<file path="config.mk">
export PLATFORM = sky130hd
export DESIGN_NAME = spiral_order_address_walker_unit
export DESIGN_NICKNAME = d
export VERILOG_FILES = /design/src/sv/spow_pkg.sv /design/src/sv/spiral_order_address_walker_unit.sv /design/src/sv/spow_ctrl.sv /design/src/sv/spow_dp.sv
export SDC_FILE = /design/constraint.sdc
export NUM_CORES = 1
export LEC_CHECK = 0
export BUFFER_PORTS_ARGS = -buffer_cell sky130_fd_sc_hd__buf_2
export CORE_MARGIN = 4
export CORE_UTILIZATION = 28
export CTS_BUF_LIST = sky130_fd_sc_hd__clkbuf_8
export CTS_CLUSTER_DIAMETER = 80
export DETAILED_ROUTE_END_ITERATION = 10
export GPL_ROUTABILITY_DRIVEN = 1
export GPL_TIMING_DRIVEN = 0
export SYNTH_ARGS = -nofsm -noshare
export SYNTH_HDL_FRONTEND = slang
export SYNTH_SLANG_ARGS = --single-unit
</file>
<file path="constraint.sdc">
create_clock -name clk_i -period 7.95 [get_ports clk_i]
set_clock_uncertainty 0.15 [all_clocks]
set_input_delay 0 -clock clk_i [delete_from_list [all_inputs] [get_ports clk_i]]
set_output_delay 0 -clock clk_i [all_outputs]
set_load 0.005 [all_outputs]
</file>
<file path="src/sv/spow_pkg.sv">
// ----------------------------------------------------------------------------
// spow_pkg
// Shared types, constants and helpers of the spiral order address walker.
// ----------------------------------------------------------------------------
package spow_pkg;

  // Grid limits and field widths
  localparam int unsigned MaxSide    = 1024;
  localparam int unsigned MaxWidth   = 16;
  localparam int unsigned SideW      = 11;
  localparam int unsigned FieldWW    = 5;
  localparam int unsigned ValueW     = 21;
  localparam int unsigned CoordW     = 10;
  localparam int unsigned RingW      = 9;
  localparam int unsigned ProdW      = 20;
  localparam int unsigned OffsetW    = 25;
  localparam int unsigned AddrW      = 3;
  localparam int unsigned DataW      = 32;
  localparam int unsigned OutTdataW  = 72;
  localparam int unsigned InTdataW   = 8;

  // Reset values of the configuration registers
  localparam logic [SideW-1:0]   SideReset  = SideW'(4);
  localparam logic [FieldWW-1:0] WidthReset = FieldWW'(4);

  // Register indexes
  localparam logic RegSide       = 1'b0;
  localparam logic RegFieldWidth = 1'b1;

  // Configuration write from the bus side
  typedef struct packed {
    logic             wr;
    logic             idx;
    logic [DataW-1:0] data;
  } cfg_wr_t;

  // Commands from the controller to the datapath
  typedef struct packed {
    logic capture;     // latch restart flag of the accepted transaction
    logic calc_total;  // register n*n
    logic walk;        // move to the next cell or restart
    logic calc_prod;   // register n*row
    logic calc_lin;    // register n*row+col
    logic load_out;    // register the result
  } cmd_t;

  // Effective side length, clamped to 1..MaxSide
  function automatic logic [SideW-1:0] eff_side(input logic [SideW-1:0] s);
    logic [SideW-1:0] r;
    if (s == '0) begin
      r = SideW'(1);
    end else if (s > SideW'(MaxSide)) begin
      r = SideW'(MaxSide);
    end else begin
      r = s;
    end
    return r;
  endfunction

  // Effective field width, clamped to 1..MaxWidth
  function automatic logic [FieldWW-1:0] eff_width(input logic [FieldWW-1:0] w);
    logic [FieldWW-1:0] r;
    if (w == '0) begin
      r = FieldWW'(1);
    end else if (w > FieldWW'(MaxWidth)) begin
      r = FieldWW'(MaxWidth);
    end else begin
      r = w;
    end
    return r;
  endfunction

endpackage

</file>
<file path="src/sv/spiral_order_address_walker_unit.sv">
// ----------------------------------------------------------------------------
// spiral_order_address_walker_unit
// Steps through an N by N grid in clockwise spiral order and reports the
// number, row, column and text image byte offset of each cell.
// ----------------------------------------------------------------------------
// Each input transaction (restart flag) produces one output transaction. The
// result of a step is registered after these phases in order: the n*n
// product, the spiral move, the n*row product, the column add and the final
// field_width multiply-add, all sequenced by one controller over a single
// shared datapath, so one step is in flight at a time and a new step is
// accepted only after the last one has left its final phase. The next
// step is accepted while a finished result still waits on the output; that
// step then holds in its last phase until the output is taken. A write to
// either register restarts the walk at the top-left cell.
module spiral_order_address_walker_unit (
  input  logic                             clk_i,
  input  logic                             rst_ni,
  // restart [0]
  input  logic [spow_pkg::InTdataW-1:0]    s_axis_tdata,
  input  logic                             s_axis_tvalid,
  output logic                             s_axis_tready,
  // value [20:0], row [30:21], col [40:31], byte_offset [65:41]
  output logic [spow_pkg::OutTdataW-1:0]   m_axis_tdata,
  output logic                             m_axis_tlast,
  output logic                             m_axis_tvalid,
  input  logic                             m_axis_tready,
  // Configuration port
  input  logic                             psel,
  input  logic                             penable,
  input  logic                             pwrite,
  input  logic [spow_pkg::AddrW-1:0]       paddr,
  input  logic [spow_pkg::DataW-1:0]       pwdata,
  output logic [spow_pkg::DataW-1:0]       prdata,
  output logic                             pready
);

  spow_pkg::cmd_t                   cmd;
  spow_pkg::cfg_wr_t                cfg;
  logic [spow_pkg::ValueW-1:0]      value;
  logic [spow_pkg::CoordW-1:0]      row;
  logic [spow_pkg::CoordW-1:0]      col;
  logic [spow_pkg::OffsetW-1:0]     byte_offset;

  // Decode the register write
  assign pready   = 1'b1;
  assign cfg.wr   = psel && penable && pwrite;
  assign cfg.idx  = paddr[2];
  assign cfg.data = pwdata;

  spow_ctrl u_ctrl (
    .clk_i       (clk_i),
    .rst_ni      (rst_ni),
    .in_valid_i  (s_axis_tvalid),
    .in_ready_o  (s_axis_tready),
    .out_valid_o (m_axis_tvalid),
    .out_ready_i (m_axis_tready),
    .cmd_o       (cmd)
  );

  spow_dp u_dp (
    .clk_i         (clk_i),
    .rst_ni        (rst_ni),
    .cmd_i         (cmd),
    .cfg_i         (cfg),
    .restart_i     (s_axis_tdata[0]),
    .rd_idx_i      (paddr[2]),
    .rd_data_o     (prdata),
    .value_o       (value),
    .row_o         (row),
    .col_o         (col),
    .byte_offset_o (byte_offset),
    .last_o        (m_axis_tlast)
  );

  // Pack the result fields
  assign m_axis_tdata = {6'b0, byte_offset, col, row, value};

endmodule

</file>
<file path="src/sv/spow_ctrl.sv">
// ----------------------------------------------------------------------------
// spow_ctrl
// Sequencer of the walker: accepts one step, runs the datapath through its
// phases and holds the result until the output side takes it.
// ----------------------------------------------------------------------------
module spow_ctrl (
  input  logic              clk_i,
  input  logic              rst_ni,
  input  logic              in_valid_i,
  output logic              in_ready_o,
  output logic              out_valid_o,
  input  logic              out_ready_i,
  output spow_pkg::cmd_t    cmd_o
);

  typedef enum logic [2:0] {
    StIdle,
    StTotal,
    StWalk,
    StProd,
    StLin,
    StOff
  } state_e;

  state_e state_q, state_d;
  logic   out_valid_q, out_valid_d;
  logic   out_free;

  assign in_ready_o  = (state_q == StIdle);
  assign out_valid_o = out_valid_q;
  assign out_free    = !out_valid_q || out_ready_i;

  // Decode commands and next state
  always_comb begin
    cmd_o       = '0;
    state_d     = state_q;
    out_valid_d = out_valid_q && !out_ready_i;
    unique case (state_q)
      StIdle: begin
        if (in_valid_i) begin
          cmd_o.capture = 1'b1;
          state_d       = StTotal;
        end
      end
      StTotal: begin
        cmd_o.calc_total = 1'b1;
        state_d          = StWalk;
      end
      StWalk: begin
        cmd_o.walk = 1'b1;
        state_d    = StProd;
      end
      StProd: begin
        cmd_o.calc_prod = 1'b1;
        state_d         = StLin;
      end
      StLin: begin
        cmd_o.calc_lin = 1'b1;
        state_d        = StOff;
      end
      StOff: begin
        // Hold until the output register is free
        if (out_free) begin
          cmd_o.load_out = 1'b1;
          out_valid_d    = 1'b1;
          state_d        = StIdle;
        end
      end
      default: state_d = StIdle;
    endcase
  end

  // Hold state and output valid
  always_ff @(posedge clk_i or negedge rst_ni) begin
    if (!rst_ni) begin
      state_q     <= StIdle;
      out_valid_q <= 1'b0;
    end else begin
      state_q     <= state_d;
      out_valid_q <= out_valid_d;
    end
  end

endmodule

</file>
<file path="src/sv/spow_dp.sv">
// ----------------------------------------------------------------------------
// spow_dp
// Datapath of the walker: configuration registers, spiral position state,
// cell count, offset arithmetic and result registers.
// ----------------------------------------------------------------------------
module spow_dp (
  input  logic                                clk_i,
  input  logic                                rst_ni,
  input  spow_pkg::cmd_t                      cmd_i,
  input  spow_pkg::cfg_wr_t                   cfg_i,
  input  logic                                restart_i,
  input  logic                                rd_idx_i,
  output logic [spow_pkg::DataW-1:0]          rd_data_o,
  output logic [spow_pkg::ValueW-1:0]         value_o,
  output logic [spow_pkg::CoordW-1:0]         row_o,
  output logic [spow_pkg::CoordW-1:0]         col_o,
  output logic [spow_pkg::OffsetW-1:0]        byte_offset_o,
  output logic                                last_o
);

  typedef enum logic [1:0] {
    DirRight,
    DirDown,
    DirLeft,
    DirUp
  } dir_e;

  localparam int unsigned CW = spow_pkg::CoordW;

  logic [spow_pkg::SideW-1:0]   side_q;
  logic [spow_pkg::FieldWW-1:0] width_q;
  logic [spow_pkg::SideW-1:0]   n_eff;
  logic [spow_pkg::FieldWW-1:0] w_eff;
  logic                         restart_q;
  logic [spow_pkg::ValueW-1:0]  total_q;
  logic [spow_pkg::ValueW-1:0]  counter_q, counter_d;
  logic [CW-1:0]                row_q, row_d, col_q, col_d;
  dir_e                         dir_q, dir_d;
  logic [spow_pkg::RingW-1:0]   ring_q, ring_d;
  logic [CW-1:0]                edge_q, edge_d;
  logic [spow_pkg::ProdW-1:0]   prod_q;
  logic [spow_pkg::ProdW-1:0]   lin_q;
  logic [spow_pkg::OffsetW-1:0] off_full;
  logic [CW-1:0]                lo_ext;
  logic                         start_walk;

  assign n_eff  = spow_pkg::eff_side(side_q);
  assign w_eff  = spow_pkg::eff_width(width_q);
  assign lo_ext = CW'(ring_q);

  // Read back the configuration registers
  always_comb begin
    unique case (rd_idx_i)
      spow_pkg::RegSide:       rd_data_o = spow_pkg::DataW'(side_q);
      spow_pkg::RegFieldWidth: rd_data_o = spow_pkg::DataW'(width_q);
      default:                 rd_data_o = '0;
    endcase
  end

  // Restart on request, before the first cell or after the last one
  assign start_walk = restart_q || (counter_q == '0) || (counter_q >= total_q);

  // Advance the spiral position one cell, or restart at the top-left cell
  always_comb begin
    row_d     = row_q;
    col_d     = col_q;
    dir_d     = dir_q;
    ring_d    = ring_q;
    edge_d    = edge_q;
    counter_d = counter_q + spow_pkg::ValueW'(1);
    if (start_walk) begin
      row_d     = '0;
      col_d     = '0;
      dir_d     = DirRight;
      ring_d    = '0;
      edge_d    = CW'(n_eff - spow_pkg::SideW'(1));
      counter_d = spow_pkg::ValueW'(1);
    end else begin
      unique case (dir_q)
        DirRight: begin
          if (col_q < edge_q) begin
            col_d = col_q + CW'(1);
          end else begin
            dir_d = DirDown;
            row_d = row_q + CW'(1);
          end
        end
        DirDown: begin
          if (row_q < edge_q) begin
            row_d = row_q + CW'(1);
          end else begin
            dir_d = DirLeft;
            if (col_q != '0) col_d = col_q - CW'(1);
          end
        end
        DirLeft: begin
          if (col_q > lo_ext) begin
            col_d = col_q - CW'(1);
          end else begin
            dir_d = DirUp;
            if (row_q != '0) row_d = row_q - CW'(1);
          end
        end
        DirUp: begin
          if (row_q > lo_ext + CW'(1)) begin
            row_d = row_q - CW'(1);
          end else begin
            ring_d = ring_q + spow_pkg::RingW'(1);
            if (edge_q != '0) edge_d = edge_q - CW'(1);
            dir_d = DirRight;
            col_d = col_q + CW'(1);
          end
        end
        default: dir_d = DirRight;
      endcase
    end
  end

  assign off_full = spow_pkg::OffsetW'(w_eff) * spow_pkg::OffsetW'(lin_q)
                  + spow_pkg::OffsetW'(row_q);

  // Hold configuration and walk control state
  always_ff @(posedge clk_i or negedge rst_ni) begin
    if (!rst_ni) begin
      side_q    <= spow_pkg::SideReset;
      width_q   <= spow_pkg::WidthReset;
      counter_q <= '0;
      row_q     <= '0;
      col_q     <= '0;
      dir_q     <= DirRight;
      ring_q    <= '0;
      edge_q    <= CW'(spow_pkg::SideReset - spow_pkg::SideW'(1));
    end else begin
      if (cfg_i.wr) begin
        // Any register write starts the walk over
        counter_q <= '0;
        if (cfg_i.idx == spow_pkg::RegSide) begin
          side_q <= cfg_i.data[spow_pkg::SideW-1:0];
        end else begin
          width_q <= cfg_i.data[spow_pkg::FieldWW-1:0];
        end
      end else if (cmd_i.walk) begin
        counter_q <= counter_d;
        row_q     <= row_d;
        col_q     <= col_d;
        dir_q     <= dir_d;
        ring_q    <= ring_d;
        edge_q    <= edge_d;
      end
    end
  end

  // Payload registers of the arithmetic phases and the result
  always_ff @(posedge clk_i) begin
    if (cmd_i.capture) restart_q <= restart_i;
    if (cmd_i.calc_total) begin
      total_q <= spow_pkg::ValueW'(n_eff) * spow_pkg::ValueW'(n_eff);
    end
    if (cmd_i.calc_prod) prod_q <= spow_pkg::ProdW'(n_eff) * spow_pkg::ProdW'(row_q);
    if (cmd_i.calc_lin) lin_q <= prod_q + spow_pkg::ProdW'(col_q);
    if (cmd_i.load_out) begin
      value_o       <= counter_q;
      row_o         <= row_q;
      col_o         <= col_q;
      byte_offset_o <= off_full;
      last_o        <= (counter_q == total_q);
    end
  end

endmodule

</file>
After elaboration in Yosys (flattened, before gate mapping):

Index checks and enable logic that the tools add are counted.

* bits in registers: 211
* input port bits: 50

* bitwise gates (word level): 2
* $lt $le $gt $ge: 7
* reductions and logical operators: 27
* multipliers: 3
* equal/unequal tests: 22
* $add $sub $neg: 11
* muxes and demuxes: 48

Operator list (count)
* 2-to-1 mux 10 bit: 16
* one-hot mux 10 bit (4 select lines): 2
* one-hot mux 32 bit (2 select lines): 1
* 2-to-1 mux 21 bit: 3
* subtractor 10 x 1 -> 10 bit, second input constant: 4
* nonzero test 10 bit: 3
* 2-to-1 mux 9 bit: 3
* adder 25 x 10 -> 25 bit: 1
* multiplier 5 x 20 -> 25 bit: 1
* 2-to-1 mux 11 bit: 2
* adder 21 x 1 -> 21 bit, second input constant: 1
* == test 21 bit: 1
* greater-or-equal comparator 21 bit: 1
* logical NOT 21 bit: 1
* multiplier 11 x 11 -> 21 bit: 1
* adder 10 x 1 -> 10 bit, second input constant: 2
* adder 20 x 10 -> 20 bit: 1
* < comparator 10 bit: 2
* multiplier 11 x 10 -> 20 bit: 1
* inequality test 3 x 1 -> 1 bit, second input constant: 6
* one-hot mux 3 bit (6 select lines): 1
* AND reduction 7 bit: 2
* inequality test 3 x 2 -> 1 bit, second input constant: 4
* greater-than comparator 11 bit, second input constant: 1
* other kinds (30): 59

Longest topological paths before layout:

* depth in word-level cells: 6
* gate-level depth with buffers: 25

Modules after synthesis:

Synthesis repeated with hierarchy kept, for this count alone.

* cell total of the unflattened synthesis: 2157
* area total of the unflattened synthesis: 21149.0 um^2

Modules (own cells, without submodules)
* spow_dp: area an instance 20823.7 um^2, times used 1, sequential area each 5800.6 um^2, cells an instance 2121
* spow_ctrl: area an instance 259.0 um^2, times used 1, sequential area each 100.1 um^2, cells an instance 26
* spiral_order_address_walker_unit: area an instance 66.3 um^2, times used 1, sequential area each 0.0 um^2, cells an instance 10

Worst setup path before layout:

No wires, ideal clock.

* path kind: reg2reg
* start: reg u_dp.side_q[10] (netlist bit)
* end: reg u_dp.prod_q[19] (netlist bit), data pin
* setup slack: 1.461 ns
* period minus slack after synthesis: 6.489 ns
* stages on the path, launching flop included: 26
* data arrival time: 6.079 ns
* buffers on the path: 3
* path through: dfrtp_1 -> clkbuf_1 -> clkbuf_1 -> nand2b_1 -> clkinv_1 -> buf_1 -> nand2_1 -> fa_1 -> inv_1 -> fa_1 -> inv_1 -> fa_1 -> inv_1 -> fa_1 -> inv_1 -> fa_1 -> inv_1 -> ha_1 -> or3_4 -> o221a_4 -> a2111oi_4 -> o31ai_1 -> o41ai_2 -> o21bai_1 -> a21oi_1 -> xnor2_1

* cells in the longest elaborated chain, start to end: 4
* elaborated cells on any way between the ends: 5
* classes of those cells: mul: 1; order compare: 1; mux: 2; reduce/logical: 1

RTL lines
* start, declared: line spow_dp.sv:30 `logic [spow_pkg::SideW-1:0] side_q;`
* start signal, assigned: line spow_dp.sv:125 `side_q <= spow_pkg::SideReset;`
* start signal, assigned: line spow_dp.sv:138 `side_q <= cfg_i.data[spow_pkg::SideW-1:0];`
* greater-than comparator 11 bit: line spow_pkg.sv:52 `end else if (s > SideW'(MaxSide)) begin`
* 2-to-1 mux 11 bit: line spow_pkg.sv:52
* 2-to-1 mux 11 bit (*): line spow_pkg.sv:50 `if (s == '0) begin`
* multiplier 11 x 10 -> 20 bit (*): line spow_dp.sv:159 `if (cmd_i.calc_prod) prod_q <= spow_pkg::ProdW'(n_eff) * spow_pkg::ProdW'(row_q);`
* end signal, assigned: line spow_dp.sv:159
* end, declared: line spow_dp.sv:41 `logic [spow_pkg::ProdW-1:0] prod_q;`

Mark *: on every way between the ends. The rest lies on a longest branch, timed or not.
A chain may end at the register's enable or synchronous reset.

Final worst setup path:

* start: reg u_dp.side_q[10] (netlist bit)
* end: reg u_dp.total_q[20] (netlist bit), data pin

* cells in the longest elaborated chain, start to end: 4
* elaborated cells on any way between the ends: 5
* classes of those cells: mul: 1; order compare: 1; mux: 2; reduce/logical: 1

RTL lines
* greater-than comparator 11 bit: line spow_pkg.sv:52
* 2-to-1 mux 11 bit: line spow_pkg.sv:52
* 2-to-1 mux 11 bit (*): line spow_pkg.sv:50
* multiplier 11 x 11 -> 21 bit (*): line spow_dp.sv:157 `total_q <= spow_pkg::ValueW'(n_eff) * spow_pkg::ValueW'(n_eff);`
* end signal, assigned: line spow_dp.sv:157
* end, declared: line spow_dp.sv:35 `logic [spow_pkg::ValueW-1:0] total_q;`

Marks and branches as above.

==> summary.txt <==
Run status
  • Status: complete, no violations

Worst setup path
  • Buf/Inv on CP: 8
  • CP delay by family, top: adder cells
  • FF-to-FF End: u_dp.total_q[20]
  • Crit path cell chain: clkbuf_1 > clkbuf_2 > nor2b_1 > clkbuf_1 > clkbuf_2 > nand2_1 > fa_1 > fa_1 > inv_1 > fa_1 > fa_1 > inv_1 > fa_1 > inv_1 > ha_1 > inv_1 > a221oi_1 > a2111oi_0 > nor3_1 > nor3_1 > o41ai_1 > a21oi_1 > xnor2_1
  • Worst setup EP type: flop
  • Worst EP arrival: 7620 ps
  • Worst r2r src: u_dp.side_q[10]
  • Worst R2R Setup Slack: 490 ps
  • Max FO, Critical Path: 10
  • WP depth: 23
  • Slowest CP cell: fa_1
  • Worst r2r path cells: 23
  • Critical path type: reg -> reg
  • CP Launch Point: u_dp.side_q[10]
  • CP max stage delay: 540 ps
  • Crit path to: u_dp.total_q[20]
  • Crit path top cell by count: fa_1
  • Worst EP required: 8110 ps
  • CP startpoint kind: flop

Timing
  • Slew HR: 31.0%
  • Final Critical Period: 7460 ps
  • Final worst-path cycle share: 93.8%
  • RSZ-0062 raised after global routing: false
  • Sum of negative setup slack: 0 ps
  • Least-Margin Pin Slew: 1030 ps
  • Fmax: 134 MHz
  • Final slew viol count: 0
  • Final hold vios: 0
  • Setup Viol. Count Final: 0

Clock tree
  • Setup Fix Bufs, Post-CTS: 0
  • Htree depth: 2
  • Clock buffer depth: 3
  • CTS tree: built
  • Worst-Skew Late Latency: 600 ps
  • Clock sink count: 210
  • Clock transition at path regs: 50 ps
  • CTS Root Buffer Type: clkbuf_8
  • TritonCTS buffer count: 42

Global route
  • First-pass GRT wire length: 84300 µm
  • Grt total ovfl: 0
  • Initial antenna violation count: 4
  • GRT Overall Usage: 13.3%
  • Largest net degree at the start of global routing: 64
  • Number of global-route vias before repair: 15800

Synth
  • Avg Cell Area, Syn: 9.79 µm²
  • Syn Inst Count: 2153
  • Synth cell types: 81
  • Post-synthesis sequential area ratio: 28.0%
  • Synthesis Warnings: 0
  • Ys flop type: edfxtp_1
  • Async SR Flop Fraction: 39.0%
  • EDFF count, synth: 128
  • Post-synthesis register bit count: 210
  • Mapped Area: 21100 µm²

Pwr
  • Register share of total power: 26.9%
  • Power Dens Cells: 259 nW/µm²
  • Clock Power Share: 17.6%
  • Combinational share of power: 55.4%
  • Switching Fraction: 43.0%
  • VDD IR max: 0.240 mV
  • Cell Int Power: 0.00357 W
  • Leak pwr: 11.7 nW
  • NetSw: 0.00270 W
  • Tot Pwr: 0.00627 W

Floorplanning
  • DIE AREA: 79700 µm²
  • FP Rows: 100
  • Core Area: 74600 µm²
  • # IOs: 158
  • Die width: 282 µm
  • Die Ht: 282 µm
  • Initial Util: 28.3%

Final layout
  • Layout fillers: 7743
  • Layout Nets: 2858
  • Area Overhead vs Synth: 14.8%
  • Fraction of layout cells with a size suffix above 1: 10.6%

Place
  • DP HPWL: 40500 µm
  • Gp weighted congestion: 0.837
  • Port Buffers: 99

Routing
  • Antenna viol nets, final: 0
  • Vias/cell: 4.62
  • DRT Wirelength: 51700 µm
  • Avg WL per Cell: 15.3 µm
  • 1st-pass router iterations: 5
  • DRC: 0
  • First-iteration detailed-routing DRC count: 961
  • Via count: 15600

Flow run
  • Maxcap violations: 0

Min path
  • HP Class: in -> reg
metal layers:
layer  vias up  GRT usage (%)  share of wire [%]  wire, µm
met5         -              0              0.025        13
met4         2           3.70                1.9       977
met3        63           2.24                4.3      2220
met2       249           23.0                 49     25200
met1      7672           17.2                 45     23300
li1       7601              -                  -         -
registers in the layout (all words and copies together), names as in the netlist, 11 cells and up:
name	flops
u_dp.lin_q	20
u_dp.total_q	20
u_dp.side_q	11
u_dp.byte_offset_o	25
u_dp.value_o	21
u_dp.prod_q	20
u_dp.counter_q	21
worst min-delay path: stages:
cell	delay [ps]
dlygate4sd3_1	510
buf_2	120
mux2_2	140
worst min-delay path by stage:
| stage | start | to | depth (start not counted) |
|---|---|---|---|
| 6_report | pwdata[6] | u_dp.side_q[6] | 3 |
| 2_1_floorplan | rst_ni | u_ctrl.out_valid_o | 0 |
| 4_1_cts | pwdata[6] | u_dp.side_q[6] | 3 |
| 3_3_place_gp | s_axis_tdata[0] | u_dp.restart_q | 1 |
| 5_1_grt | pwdata[7] | u_dp.side_q[7] | 3 |
| 3_5_place_dp | rst_ni | u_dp.side_q[9] | 1 |
power groups by stage:
stage	sequential [W]	clock (W)	combinational (W)
5_1_grt	0.00171	0.00121	0.00403
4_1_cts	0.00169	0.00116	0.00353
2_1_floorplan	0.00165	0	0.00266
6_report	0.00169	0.00111	0.00348
3_3_place_gp	0.00172	0	0.00342
3_5_place_dp	0.00171	0	0.00348
synth_stat cells, types with 5 or more instances:
cell,number,area [µm²]
inv_1,312,1170
ha_1,238,2980
nand2_1,215,807
fa_1,200,4000
edfxtp_1,128,3840
nor2_1,122,458
and2_1,99,619
dfrtp_1,78,1950
xnor2_1,78,683
a21oi_1,74,370
o21ai_0,57,285
clkbuf_1,50,188
nor3_1,42,210
nand3_1,39,195
a21o_1,32,240
nor2b_1,31,194
buf_4,30,225
o21ai_1,28,140
xor2_1,28,245
and3_1,25,156
mux2_2,25,282
a22o_1,18,158
nand2b_1,16,100
a211oi_1,15,113
nand4_1,13,81.3
nor4_1,13,81.3
a31oi_1,12,75.1
o21a_1,12,90.1
o21bai_1,9,67.6
o211ai_1,7,52.6
or3_1,7,43.8
buf_2,6,30.0
a221o_1,5,50.1
or4_1,5,37.5
what timing repair did:
item,CTS,global route
setup endpoints to repair,0,3
hold endpoints to repair,104,0
hold buffers,28,0
gates resized for setup,0,5
layout make-up:
type	instances	area [µm²]	share of cell area [%]
sequential	210	5900	24.4
clock buffer	45	619	2.56
tap	969	1210	5.01
clock inverter	33	206	0.853
timing repair buffer	133	900	3.72
multi-input combinational	1579	13700	56.6
antenna	4	10.0	0.0414
inverter	315	1190	4.90
buffer	89	472	1.95
placed cells by master (no fill, tap or decap), drive strengths merged, types with 40 or more instances in the layout:
| cell type | count |
|---|---|
| nor3 | 42 |
| nand3 | 40 |
| o21ai | 86 |
| inv | 325 |
| nand2 | 216 |
| ha | 238 |
| clkbuf | 95 |
| a21oi | 75 |
| xnor2 | 78 |
| nor2 | 122 |
| fa | 200 |
| buf | 144 |
| dfrtp | 78 |
| edfxtp | 128 |
| and2 | 99 |
| conb | 43 |
through the flow:
stage	hold WS, ps	area, µm²	worst slack [ps]	utilization, %	std cells
final	71.2	24200	494	32.4	3377
after detailed placement	-218	23100	199	30.9	3268
after global placement	32.4	22900	161	30.8	3262
after CTS	10.2	24200	177	32.4	3374
after floorplan	-446	21200	1460	-	2194
after global routing	54.0	24200	21.5	32.4	3375
cell families after synthesis:
| family | count (synthesis) | share of synthesized area [%] |
|---|---|---|
| and+or+nand+nor | 649 | 15.0 |
| adders and majority gates | 438 | 33.1 |
| buffers and inverters | 405 | 7.86 |
| AOI/OAI and AO/OA | 315 | 10.1 |
| DFF | 210 | 28.0 |
| xor gates and xnor gates | 106 | 4.41 |
| muxes | 28 | 1.48 |
| other | 2 | 0.0356 |
No activity file was read; power rests on OpenSTA's default activity.
